**src/ffa_pkg.sv**
```systemverilog
package ffa_pkg;

    // Fixed field widths
    localparam int ADDR_BITS    = 20;
    localparam int SIZE_W       = 21;
    localparam int NEED_W       = SIZE_W + 2;
    localparam int HEADER_BYTES = 16;

    localparam logic [SIZE_W-1:0] HEAP_SPAN = SIZE_W'(1) << ADDR_BITS;
    localparam logic [SIZE_W-1:0] HDR       = SIZE_W'(HEADER_BYTES);
    localparam logic [SIZE_W-1:0] LIMIT_RST = HEAP_SPAN;

    typedef enum logic
    {
        OP_ALLOC = 1'b0,
        OP_FREE  = 1'b1
    } op_t;

    typedef enum logic [1:0]
    {
        ST_DONE    = 2'd0,
        ST_NOSPACE = 2'd1,
        ST_ZERO    = 2'd2,
        ST_UNKNOWN = 2'd3
    } status_t;

    // One heap table entry
    typedef struct packed
    {
        logic [ADDR_BITS-1:0] base;
        logic [SIZE_W-1:0]    size;
        logic                 free;
    } entry_t;

    // Controller to datapath
    typedef struct packed
    {
        logic start;
        logic scan;
        logic commit_hit;
        logic commit_miss;
        logic deliver;
    } ffa_cmd_t;

    // Datapath to controller
    typedef struct packed
    {
        logic hit;
        logic miss;
        logic out_free;
    } ffa_stat_t;

endpackage

```
**src/ffa_ifs.sv**
```systemverilog
// Request channel
interface ffa_req_if;
    import ffa_pkg::*;

    logic                 valid;
    logic                 ready;
    logic                 operation;
    logic [SIZE_W-1:0]    req_size;
    logic [ADDR_BITS-1:0] block_addr;

    modport source (output valid, operation, req_size, block_addr, input ready);
    modport sink   (input valid, operation, req_size, block_addr, output ready);
endinterface

// Response channel
interface ffa_rsp_if;
    import ffa_pkg::*;

    logic                 valid;
    logic                 ready;
    logic [1:0]           status;
    logic [ADDR_BITS-1:0] user_addr;
    logic                 reused;

    modport source (output valid, status, user_addr, reused, input ready);
    modport sink   (input valid, status, user_addr, reused, output ready);
endinterface

// Configuration write channel
interface ffa_cfg_if;
    import ffa_pkg::*;

    logic              valid;
    logic              ready;
    logic [SIZE_W-1:0] heap_limit;

    modport source (output valid, heap_limit, input ready);
    modport sink   (input valid, heap_limit, output ready);
endinterface

```
**src/ffa_ctrl.sv**
```systemverilog
module ffa_ctrl
(
    input  logic              clk,
    input  logic              rst_n,
    input  logic              in_valid,
    output logic              in_ready,
    input  ffa_pkg::ffa_stat_t stat,
    output ffa_pkg::ffa_cmd_t  cmd
);
    import ffa_pkg::*;

    typedef enum logic [1:0]
    {
        S_IDLE,
        S_SCAN,
        S_DELIVER
    } state_t;

    state_t state_reg;
    state_t state_next;

    // Next state
    always_comb
    begin
        state_next = state_reg;
        unique case (state_reg)
            S_IDLE:
            begin
                if (in_valid)
                begin
                    state_next = S_SCAN;
                end
            end
            S_SCAN:
            begin
                if (stat.hit || stat.miss)
                begin
                    state_next = S_DELIVER;
                end
            end
            S_DELIVER:
            begin
                if (stat.out_free)
                begin
                    state_next = S_IDLE;
                end
            end
            default:
            begin
                state_next = S_IDLE;
            end
        endcase
    end

    // State register
    always_ff @(posedge clk or negedge rst_n)
    begin
        if (!rst_n)
        begin
            state_reg <= S_IDLE;
        end
        else
        begin
            state_reg <= state_next;
        end
    end

    // Commands
    always_comb
    begin
        in_ready        = (state_reg == S_IDLE);
        cmd.start       = (state_reg == S_IDLE) && in_valid;
        cmd.scan        = (state_reg == S_SCAN);
        cmd.commit_hit  = (state_reg == S_SCAN) && stat.hit;
        cmd.commit_miss = (state_reg == S_SCAN) && !stat.hit && stat.miss;
        cmd.deliver     = (state_reg == S_DELIVER) && stat.out_free;
    end

endmodule

```
**src/ffa_dpath.sv**
```systemverilog
module ffa_dpath #(
    parameter int MAX_BLOCKS = 64
)
(
    input  logic                           clk,
    input  logic                           rst_n,
    // request payload
    input  logic                           operation,
    input  logic [ffa_pkg::SIZE_W-1:0]     req_size,
    input  logic [ffa_pkg::ADDR_BITS-1:0]  block_addr,
    // configuration
    input  logic                           cfg_we,
    input  logic [ffa_pkg::SIZE_W-1:0]     cfg_data,
    // response
    output logic                           out_valid,
    input  logic                           out_ready,
    output logic [1:0]                     out_status,
    output logic [ffa_pkg::ADDR_BITS-1:0]  out_user_addr,
    output logic                           out_reused,
    // control
    input  ffa_pkg::ffa_cmd_t              cmd,
    output ffa_pkg::ffa_stat_t             stat
);
    import ffa_pkg::*;

    localparam int IW = (MAX_BLOCKS > 1) ? $clog2(MAX_BLOCKS) : 1;
    localparam int CW = $clog2(MAX_BLOCKS + 1);

    // Heap table
    entry_t mem [MAX_BLOCKS];

    logic [SIZE_W-1:0]    limit_reg;
    logic [CW-1:0]        count_reg,   count_next;
    logic [SIZE_W-1:0]    break_reg,   break_next;
    logic                 op_reg;
    logic [SIZE_W-1:0]    size_reg;
    logic [ADDR_BITS-1:0] addr_reg;
    logic [CW-1:0]        rd_idx_reg,  rd_idx_next;
    logic [IW-1:0]        chk_idx_reg;
    logic                 chk_valid_reg, chk_valid_next;
    entry_t               rd_data_reg;
    status_t              res_status_reg, res_status_next;
    logic [ADDR_BITS-1:0] res_addr_reg,   res_addr_next;
    logic                 res_reused_reg, res_reused_next;
    logic                 out_valid_reg;

    logic                 mem_we;
    logic [IW-1:0]        mem_wa;
    entry_t               mem_wd;
    logic                 issue;
    logic                 trivial;
    logic                 match;
    logic                 is_last;
    logic                 nospace;
    logic [SIZE_W-1:0]    limit_eff;
    logic [SIZE_W-1:0]    hit_uaddr;
    logic [SIZE_W-1:0]    brk_uaddr;
    logic [NEED_W-1:0]    need;

    // Heap limit register
    always_ff @(posedge clk or negedge rst_n)
    begin
        if (!rst_n)
        begin
            limit_reg <= LIMIT_RST;
        end
        else if (cfg_we)
        begin
            limit_reg <= cfg_data;
        end
    end

    // Request capture
    always_ff @(posedge clk)
    begin
        if (cmd.start)
        begin
            op_reg   <= operation;
            size_reg <= req_size;
            addr_reg <= block_addr;
        end
    end

    // Scan pointer: one read issued per cycle, compared in the cycle after
    always_comb
    begin
        issue          = cmd.scan && (rd_idx_reg < count_reg);
        rd_idx_next    = rd_idx_reg;
        chk_valid_next = 1'b0;
        if (cmd.start)
        begin
            rd_idx_next = '0;
        end
        else if (issue)
        begin
            rd_idx_next    = rd_idx_reg + CW'(1);
            chk_valid_next = 1'b1;
        end
    end

    // Entry compare
    always_comb
    begin
        trivial   = (op_reg == OP_ALLOC) ? (size_reg == '0) : (addr_reg == '0);
        hit_uaddr = {1'b0, rd_data_reg.base} + HDR;
        if (op_reg == OP_ALLOC)
        begin
            match = rd_data_reg.free && (rd_data_reg.size >= size_reg);
        end
        else
        begin
            match = (hit_uaddr == {1'b0, addr_reg});
        end
        is_last   = ((CW'(chk_idx_reg) + CW'(1)) == count_reg);
        stat.hit  = chk_valid_reg && match && !trivial;
        stat.miss = trivial || (!chk_valid_reg && (rd_idx_reg >= count_reg));
        stat.out_free = !out_valid_reg || out_ready;
    end

    // Append check against the break
    always_comb
    begin
        limit_eff = (limit_reg > HEAP_SPAN) ? HEAP_SPAN : limit_reg;
        need      = NEED_W'(break_reg) + NEED_W'(HDR) + NEED_W'(size_reg);
        brk_uaddr = break_reg + HDR;
        nospace   = (count_reg >= CW'(MAX_BLOCKS)) || (need > NEED_W'(limit_eff));
    end

    // Table and break update at commit
    always_comb
    begin
        count_next      = count_reg;
        break_next      = break_reg;
        mem_we          = 1'b0;
        mem_wa          = chk_idx_reg;
        mem_wd          = rd_data_reg;
        res_status_next = res_status_reg;
        res_addr_next   = res_addr_reg;
        res_reused_next = res_reused_reg;
        if (cmd.commit_hit)
        begin
            res_status_next = ST_DONE;
            res_addr_next   = '0;
            res_reused_next = 1'b0;
            if (op_reg == OP_ALLOC)
            begin
                mem_we          = 1'b1;
                mem_wd.free     = 1'b0;
                res_addr_next   = hit_uaddr[ADDR_BITS-1:0];
                res_reused_next = 1'b1;
            end
            else if (is_last)
            begin
                // trim the tail block
                count_next = count_reg - CW'(1);
                break_next = {1'b0, rd_data_reg.base};
            end
            else
            begin
                mem_we      = 1'b1;
                mem_wd.free = 1'b1;
            end
        end
        else if (cmd.commit_miss)
        begin
            res_addr_next   = '0;
            res_reused_next = 1'b0;
            if (trivial)
            begin
                res_status_next = (op_reg == OP_ALLOC) ? ST_ZERO : ST_DONE;
            end
            else if (op_reg == OP_FREE)
            begin
                res_status_next = ST_UNKNOWN;
            end
            else if (nospace)
            begin
                res_status_next = ST_NOSPACE;
            end
            else
            begin
                // append a new block at the break
                mem_we          = 1'b1;
                mem_wa          = count_reg[IW-1:0];
                mem_wd.base     = break_reg[ADDR_BITS-1:0];
                mem_wd.size     = size_reg;
                mem_wd.free     = 1'b0;
                count_next      = count_reg + CW'(1);
                break_next      = need[SIZE_W-1:0];
                res_status_next = ST_DONE;
                res_addr_next   = brk_uaddr[ADDR_BITS-1:0];
            end
        end
    end

    // Table memory, registered read
    always_ff @(posedge clk)
    begin
        if (mem_we)
        begin
            mem[mem_wa] <= mem_wd;
        end
        rd_data_reg <= mem[rd_idx_reg[IW-1:0]];
    end

    // Control state
    always_ff @(posedge clk or negedge rst_n)
    begin
        if (!rst_n)
        begin
            count_reg     <= '0;
            break_reg     <= '0;
            rd_idx_reg    <= '0;
            chk_valid_reg <= 1'b0;
            out_valid_reg <= 1'b0;
        end
        else
        begin
            count_reg     <= count_next;
            break_reg     <= break_next;
            rd_idx_reg    <= rd_idx_next;
            chk_valid_reg <= chk_valid_next;
            if (cmd.deliver)
            begin
                out_valid_reg <= 1'b1;
            end
            else if (out_ready)
            begin
                out_valid_reg <= 1'b0;
            end
        end
    end

    // Result holding and output registers
    always_ff @(posedge clk)
    begin
        chk_idx_reg    <= rd_idx_reg[IW-1:0];
        res_status_reg <= res_status_next;
        res_addr_reg   <= res_addr_next;
        res_reused_reg <= res_reused_next;
        if (cmd.deliver)
        begin
            out_status    <= res_status_reg;
            out_user_addr <= res_addr_reg;
            out_reused    <= res_reused_reg;
        end
    end

    assign out_valid = out_valid_reg;

endmodule

```
**src/first_fit_block_allocator_core.sv**
```systemverilog
// First-fit heap allocator with tail trim. Each request beat is an allocate or a
// free and yields exactly one response beat. Requests are handled one at a time,
// because the heap table sits in a memory with one read port that is scanned one
// entry per cycle with a registered read. A scan ends at the first entry that hits,
// or with a miss once all entries of the table are looked at. Zero-size allocates,
// null frees and any request on an empty table are settled without a table hit.
// A finished result waits while the previous response still sits in the output
// register. The response sits in that output register, so a new request is taken
// while an earlier response waits. No clearing pass is needed after reset. Write
// heap_limit only while the block is idle.
module first_fit_block_allocator_core #(
    parameter int MAX_BLOCKS = 64
)
(
    input  logic clk,
    input  logic rst_n,
    ffa_req_if.sink   req,
    ffa_rsp_if.source rsp,
    ffa_cfg_if.sink   cfg
);
    import ffa_pkg::*;

    ffa_cmd_t  cmd;
    ffa_stat_t stat;

    assign cfg.ready = 1'b1;

    ffa_ctrl u_ctrl
    (
        .clk      (clk),
        .rst_n    (rst_n),
        .in_valid (req.valid),
        .in_ready (req.ready),
        .stat     (stat),
        .cmd      (cmd)
    );

    ffa_dpath #(
        .MAX_BLOCKS (MAX_BLOCKS)
    ) u_dpath
    (
        .clk           (clk),
        .rst_n         (rst_n),
        .operation     (req.operation),
        .req_size      (req.req_size),
        .block_addr    (req.block_addr),
        .cfg_we        (cfg.valid),
        .cfg_data      (cfg.heap_limit),
        .out_valid     (rsp.valid),
        .out_ready     (rsp.ready),
        .out_status    (rsp.status),
        .out_user_addr (rsp.user_addr),
        .out_reused    (rsp.reused),
        .cmd           (cmd),
        .stat          (stat)
    );

endmodule

```
**src/flat_wrapper.sv**
```systemverilog
// flat-port wrapper written by rule: the top's interface ports become plain ports
module first_fit_block_allocator_core_flat import ffa_pkg::*;
#(
    parameter int MAX_BLOCKS = 64
)
  (clk, rst_n, req_valid, req_operation, req_req_size, req_block_addr, req_ready, rsp_valid, rsp_status, rsp_user_addr, rsp_reused, rsp_ready, cfg_valid, cfg_heap_limit, cfg_ready);
  ffa_req_if req_i ();
  ffa_rsp_if rsp_i ();
  ffa_cfg_if cfg_i ();
  input  logic clk;
  input  logic rst_n;
  input wire logic [$bits(req_i.valid)-1:0] req_valid;
  input wire logic [$bits(req_i.operation)-1:0] req_operation;
  input wire logic [$bits(req_i.req_size)-1:0] req_req_size;
  input wire logic [$bits(req_i.block_addr)-1:0] req_block_addr;
  output wire logic [$bits(req_i.ready)-1:0] req_ready;
  output wire logic [$bits(rsp_i.valid)-1:0] rsp_valid;
  output wire logic [$bits(rsp_i.status)-1:0] rsp_status;
  output wire logic [$bits(rsp_i.user_addr)-1:0] rsp_user_addr;
  output wire logic [$bits(rsp_i.reused)-1:0] rsp_reused;
  input wire logic [$bits(rsp_i.ready)-1:0] rsp_ready;
  input wire logic [$bits(cfg_i.valid)-1:0] cfg_valid;
  input wire logic [$bits(cfg_i.heap_limit)-1:0] cfg_heap_limit;
  output wire logic [$bits(cfg_i.ready)-1:0] cfg_ready;
  assign req_i.valid = req_valid;
  assign req_i.operation = req_operation;
  assign req_i.req_size = req_req_size;
  assign req_i.block_addr = req_block_addr;
  assign req_ready = req_i.ready;
  assign rsp_valid = rsp_i.valid;
  assign rsp_status = rsp_i.status;
  assign rsp_user_addr = rsp_i.user_addr;
  assign rsp_reused = rsp_i.reused;
  assign rsp_i.ready = rsp_ready;
  assign cfg_i.valid = cfg_valid;
  assign cfg_i.heap_limit = cfg_heap_limit;
  assign cfg_ready = cfg_i.ready;
  first_fit_block_allocator_core #(.MAX_BLOCKS(MAX_BLOCKS)) u_core (.clk(clk), .rst_n(rst_n), .req(req_i), .rsp(rsp_i), .cfg(cfg_i));
endmodule
```
**config.mk**
```make
export PLATFORM = sky130hd
export DESIGN_NAME = first_fit_block_allocator_core_flat
export DESIGN_NICKNAME = d
export VERILOG_FILES = /design/src/ffa_pkg.sv /design/src/ffa_ifs.sv /design/src/ffa_ctrl.sv /design/src/ffa_dpath.sv /design/src/first_fit_block_allocator_core.sv /design/src/flat_wrapper.sv
export SDC_FILE = /design/constraint.sdc
export NUM_CORES = 2
export LEC_CHECK = 0
export ABC_CLOCK_PERIOD_IN_PS = 9850
export CAP_MARGIN = 40
export CORE_MARGIN = 3
export CORE_UTILIZATION = 44
export DETAILED_ROUTE_END_ITERATION = 10
export DONT_BUFFER_PORTS = 1
export PLACE_DENSITY_LB_ADDON = 0.12
export SYNTH_ARGS = -nofsm -noshare
export SYNTH_HDL_FRONTEND = slang
export SYNTH_SLANG_ARGS = --single-unit
```
**constraint.sdc**
```tcl
create_clock -name clk -period 9.85 [get_ports clk]
set_input_delay 0 -clock clk [delete_from_list [all_inputs] [get_ports clk]]
set_output_delay 0 -clock clk [all_outputs]
set_load 0.02 [all_outputs]
```
== Word level (Yosys, flattened, before mapping) ==
Memories as Yosys holds them, arrays and structs flattened. A register that Yosys moved wholly into a read port is not among the register bits.
Index checks and enable logic that the tools add are counted.

* Add/sub/neg operators: 8
* $lt $le $gt $ge: 6
* Equality and inequality tests: 12
* Multiplexer cells: 62
* Reduce and logical (&&, ||, !) cells: 26

{| class="wikitable"
|+ Operators by type and width
! cell !! number
|-
| $mux 21 || 8
|-
| $mux 42 || 4
|-
| $mux 20 || 6
|-
| $mux 7 || 9
|-
| $mux 41 || 1
|-
| $mux 6 || 5
|-
| $add 22x21->23 || 1
|-
| $gt 23x21->1 || 1
|-
| $add 21x5->22 const B || 1
|-
| $mux 1 || 22
|-
| $add 20x5->21 const B || 1
|-
| $eq 21x20->1 || 1
|-
| $ge 21x21->1 || 1
|-
| $gt 21x21->1 const B || 1
|-
| $logic_not 21->1 || 1
|-
| $add 20x5->20 const B || 1
|-
| $logic_not 20->1 || 1
|-
| $add 7x1->7 const B || 2
|-
| $mux 2 || 6
|-
| $logic_and 1x1->1 || 10
|-
| $ne 2x2->1 const B || 4
|-
| $add 6x1->7 const B || 1
|-
| $eq 7x7->1 || 1
|-
| $ge 7x7->1 || 1
|-
| 14 further kinds || 24
|}

* Bits in registers: 154
* Memory bits (writable): 2688
* Bits of input ports: 68
* Output and inout bits: 26
* Logic and storage cells: 132
* Memories: 1

{| class="wikitable"
|+ Memory list
! memory !! depth !! bits a word !! read ports !! clocked after memory_dff !! write ports !! RTL line !! text
|-
| u_core.u_dpath.mem || 64 || 42 || 1 || 1 || 1 || ffa_dpath.sv:30 || <nowiki>entry_t mem [MAX_BLOCKS];</nowiki>
|}

== Longest topological paths before layout ==
* Word-level depth: 12
* Gate-level depth with buffers: 22

== Cells and area by module ==
Synthesis repeated with hierarchy kept, for this count alone.

* Cells, all modules: 4927
* Area, all modules: 112740.6 µm²

{| class="wikitable"
|+ Modules (own cells, without submodules)
! module !! times used !! cells an instance !! area an instance (µm²) !! sequential area each (µm²)
|-
| ffa_dpath || 1 || 4910 || 112593.0 || 85753.5
|-
| ffa_ctrl || 1 || 15 || 136.4 || 50.0
|-
| first_fit_block_allocator_core || 1 || 2 || 11.3 || 0.0
|}

== Worst setup path after synthesis ==
No wires, ideal clock.

* Path type: reg2reg
* Start point: reg u_core.u_dpath.size_reg[1]
* End point: mem u_core.u_dpath.mem[51][0] (netlist name) (enable)
* Library setup time: 0.494 ns
* Data arrival time: 7.539 ns
* Required time: 9.356 ns
* Path slack: 1.818 ns
* Cell stages (with the launch flop): 19
* Buffers on the path: 1
* Period minus slack after synthesis: 8.032 ns
* Cell sequence: edfxtp_1 > ha_1 > ha_1 > fa_1 > a211oi_1 > o21ai_1 > o311a_1 > o221ai_1 > xnor2_1 > ha_1 > nand4_1 > nor4_1 > o2bb2ai_1 > a31oi_1 > or3_1 > nor3_2 > a32oi_1 > buf_2 > nor3_1

* Word-level cells in the longest chain between the ends: 12
* Elaborated cells on any way between the ends: 28

{| class="wikitable"
|+ RTL lines
! what !! RTL line !! text
|-
| from (decl) || ffa_dpath.sv:36 || <nowiki>logic [SIZE_W-1:0] size_reg;</nowiki>
|-
| from (signal assigned) || ffa_dpath.sv:79 || <nowiki>size_reg <= req_size;</nowiki>
|-
| parallel branches: the longest is 12 deep, another holds $add 22x21->23 || - ||
|-
| to (decl) || ffa_dpath.sv:30 ||
|}

Parallel ways; which one is timed is not known.

== Worst setup path after layout ==
* Start point: reg u_core.u_dpath.size_reg[1]
* End point: mem u_core.u_dpath.mem[12][8] (netlist name) (enable)

Same word-level chain as after synthesis.

==> impl_summary.txt <==
----------------------------------------------------
[Status]
  Run status ... completed

[Synth]
  Share of the yosys chip area belonging to registers ... 0.756
  Avg Inst Size Synth ... 22.7 um^2
  Yosys reg bits ... 2884
  Distinct cell type count of the synthesized netlist ... 94
  Synth Net Count ... 5169
  Top cells by area in the synthesized netlist ... sky130_fd_sc_hd__edfxtp_1, sky130_fd_sc_hd__mux4_2, sky130_fd_sc_hd__dfrtp_1
  EDFF count, synth ... 2774
  Most area-hungry cell type in the Yosys netlist ... sky130_fd_sc_hd__edfxtp_1
  Proportion of synthesized flip-flops having asynchronous set or reset ... 0.0208
  Ys Warns ... 0
  Instance count of the mapped netlist ... 5000
  Area of the mapped netlist ... 114000 um^2
  Top_reg_cell synth ... sky130_fd_sc_hd__edfxtp_1
  Area share of the leading cell type in the synthesized netlist ... 0.733

[GRT]
  Overflow after GRT ... 0
  Vias in the first global route ... 56.2k
  Antenna violations before repair ... 20
  Largest net degree at the start of global routing ... 138
  Global-route wire length before repair ... 445000 um
  Aggregate global-route resource usage ... 0.240

[Min path]
  Number of instances on the worst hold path ... 2
  Sink of the worst hold path ... u_core.u_dpath.addr_reg[11]
  Worst hold path class ... input pin to register
  Hold wc startpoint ... req_block_addr[11]

[Pwr]
  Combinational group share of total power ... 0.296
  Maximum ir drop on the vdd rail ... 232 uV
  Internal portion of total power ... 26.8 mW
  Switching share of power ... 0.310
  Total power divided by cell area ... 297 nW/um^2
  Overall power of the completed layout ... 38.9 mW
  Clock share of power ... 0.290
  Part of the total power dissipated in sequential elements ... 0.415
  Leakage power figure ... 41.1 nW
  Switching power of the nets ... 12.0 mW

[Layout]
  Final core utilization ... 0.513
  Number of cells in the finished layout apart from fillers ... 9022
  Area delta synth->final ... 15.4%
  Leading cell type in the layout, fill and taps excluded ... sky130_fd_sc_hd__edfxtp_1
  Proportion of layout cells with a drive suffix above 1 ... 0.301
  Number of inserted filler cells in the final layout ... 19.9k
  Design Area, Final ... 131000 um^2
  Flip-flop count of the largest register after layout ... 2688
  NumNets Final ... 5594
  Top library cells by usage in the layout, fill and taps aside ... sky130_fd_sc_hd__edfxtp_1, sky130_fd_sc_hd__mux4_2, sky130_fd_sc_hd__clkbuf_16

[Place]
  Placed cells ... 8339
  Post-place setup slack ... 2.68 ns
  Final weighted congestion in routability-driven placement ... 0.890
  Port Buffers ... 0
  Detailed Place HPWL ... 182000 um
  Post-Place Cell Area ... 120000 um^2

[Critical path]
  Cell mode on critical path ... sky130_fd_sc_hd__ha_1
  Critical Path Slowest Stage Cell ... sky130_fd_sc_hd__or4b_4
  Slowest cell delay on critical path ... 0.76 ns
  Kind of capture point of the worst setup path ... register
  Cell count of the worst reg-to-reg path ... 19
  Worst path arrival time ... 7.82 ns
  Category of the most critical setup path ... register to register
  Critical path launch point type ... register
  Cells along the critical path ... ha_1 > ha_1 > fa_1 > a211oi_1 > o21ai_1 > o311a_1 > o221ai_1 > xnor2_1 > ha_1 > nand4_1 > nor4_1 > o2bb2ai_1 > a31oi_1 > nor2_1 > or4b_4 > mux2i_4 > buf_4 > nor3_2 > buf_4
  Launch point of the worst reg-to-reg path ... u_core.u_dpath.size_reg[1]
  Maximum fanout along the worst path ... 35
  WP data required ... 10.39 ns
  R2R Setup Slk ... 2.57 ns
  Worst R2R End ... u_core.u_dpath.mem[12][8]

[STA]
  Hold_ws ... 0.245 ns
  Time the final worst path needs with I/O delays and setup ... 7.28 ns
  FMAX ... 137 MHz
  Post-route fraction of the period consumed by the critical path ... 0.739
  Slew margin rel. ... 0.326
  RSZ-0062 raised after global routing ... false
  Clock tree skew after final layout ... 0.0821 ns
  Setup slack of the critical path after layout ... 2.57 ns
  Slew of the pin with the lowest slew margin ... 1.01 ns
  Summed negative setup slack over all endpoints ... 0 ns
  Setup violators final ... 0
  Final Hold Vio Count ... 0
  Number of pins with negative max-slew slack in the final report ... 0

[Flow run]
  Number of maximum-capacitance constraint violations ... 0

[Detailed routing]
  Detailed-router iteration count before antenna repair ... 5
  DRC errors left ... 0
  Count of antenna-violating nets left after detailed routing ... 0
  Iteration-0 DRC Markers ... 7133
  Routed Wire Length ... 317000 um
  Mean number of vias per cell ... 6.18
  Wirelength per Cell ... 35.1 um
  Via count of the routed design ... 55.7k

[Die]
  Horizontal die dimension ... 514 um
  Row count ... 185
  Placeable core region ... 255000 um^2
  Die Y ... 514 um
  Total Die Area ... 264000 um^2
  Top-level port count ... 94
  Initial cell density of the core ... 0.445

[Clock tree]
  Post-CTS clock slew at the launch and capture registers of the worst setup and hold paths ... 0.06 ns
  Later-pin clock latency in the skew report ... 0.95 ns
  Setup bufs post-CTS ... 0
  Total CTS buffers ... 314
  Clock tree root driver cell ... sky130_fd_sc_hd__clkbuf_16
  Clock tree buffer depth ... 4
  Number of H-tree branching levels ... 5
  Number of gates resized after cts ... 0
  Count of clock tree sinks ... 2884
  CTS tree ... yes

----------------------------------------------------
-- logic make-up (layout without fill, tap and decap cells) --
kind of cell | count (synthesis) | in the layout | share of synthesized area
xor+xnor | 78 | 78 | 0.00602
buf+inv | 316 | 966 | 0.0113
simple gates | 441 | 441 | 0.0208
flops | 2884 | 2884 | 0.756
mux | 928 | 928 | 0.179
compound gates | 251 | 251 | 0.0158
other cells | 1 | 7 | 0.0000330
fa+ha+maj | 101 | 101 | 0.0113
-- cell usage after synthesis (all sizes together), types with 7 or more instances --
cell type,number
nor3,87
and3,14
clkbuf,152
inv,55
dfxtp,50
xor2,25
a2bb2oi,18
edfxtp,2774
mux4,882
mux2i,16
mux2,30
a211oi,12
o22ai,34
nor4,24
nand2,139
o21ai,58
and4,7
nand2b,17
nor3b,8
nand3,39
a21oi,39
a31oi,8
a21o,13
o211ai,9
buf,108
ha,99
dfrtp,59
xnor2,53
nor2,40
nand4,26
-- power groups by stage --
stage / combinational [mW] / sequential [mW] / clock (mW)
floorplan: 7.48 / 16.1 / 0
global placement: 11.3 / 16.4 / 0
detailed placement: 11.6 / 16.4 / 0
CTS: 11.7 / 16.1 / 11.5
global route: 12.3 / 16.1 / 12.0
finish: 11.5 / 16.1 / 11.3
-- worst max-delay path, delay by kind of cell, from the launching register on --
family / cells / cell delay, ns
and+or+nand+nor: 5 / 2.15
AOI/OAI and AO/OA: 6 / 1.41
adders and majority gates: 4 / 1.36
buffers and inverters: 2 / 0.97
DFF: 1 / 0.45
muxes: 1 / 0.31
xor gates and xnor gates: 1 / 0.13
-- worst max-delay path by stage --
| stage | end | slack (ns) | from |
|---|---|---|---|
| 2_1_floorplan | u_core.u_dpath.mem[51][0] | 1.82 | u_core.u_dpath.size_reg[1] |
| 3_5_place_dp | u_core.u_dpath.mem[12][8] | 2.68 | u_core.u_dpath.size_reg[1] |
| 4_1_cts | u_core.u_dpath.mem[12][32] | 2.66 | u_core.u_dpath.size_reg[1] |
| 5_1_grt | u_core.u_dpath.mem[12][18] | 2.21 | u_core.u_dpath.size_reg[1] |
| 3_3_place_gp | u_core.u_dpath.mem[7][8] | 2.46 | u_core.u_dpath.size_reg[1] |
| 6_report | u_core.u_dpath.mem[12][8] | 2.57 | u_core.u_dpath.size_reg[1] |
-- metal layers --
metal / vias up / routed length [um] / GRT usage
met5: - / 13 / 0
met2: 2396 / 147000 / 0.366
met3: 414 / 24400 / 0.0426
met4: 2 / 7750 / 0.0618
met1: 30700 / 138000 / 0.362
li1: 22200 / - / -
-- layout make-up --
class                      count  area (um^2)  area share
sequential                  2884        85800       0.655
inverter                      56          213     0.00162
multi-input combinational   1800        27200       0.208
timing repair buffer         369         3830      0.0292
antenna                        6         15.0    0.000115
clock buffer                 391         8340      0.0637
tap                         3366         4210      0.0321
clock inverter               150         1360      0.0104
-- repair_timing --
| item | CTS | global route |
|---|---|---|
| hold endpoints to repair | 198 | 0 |
| hold buffers | 134 | 0 |
| endpoints found under the setup margin | 0 | 0 |
Power figures use the tool's default switching activity.
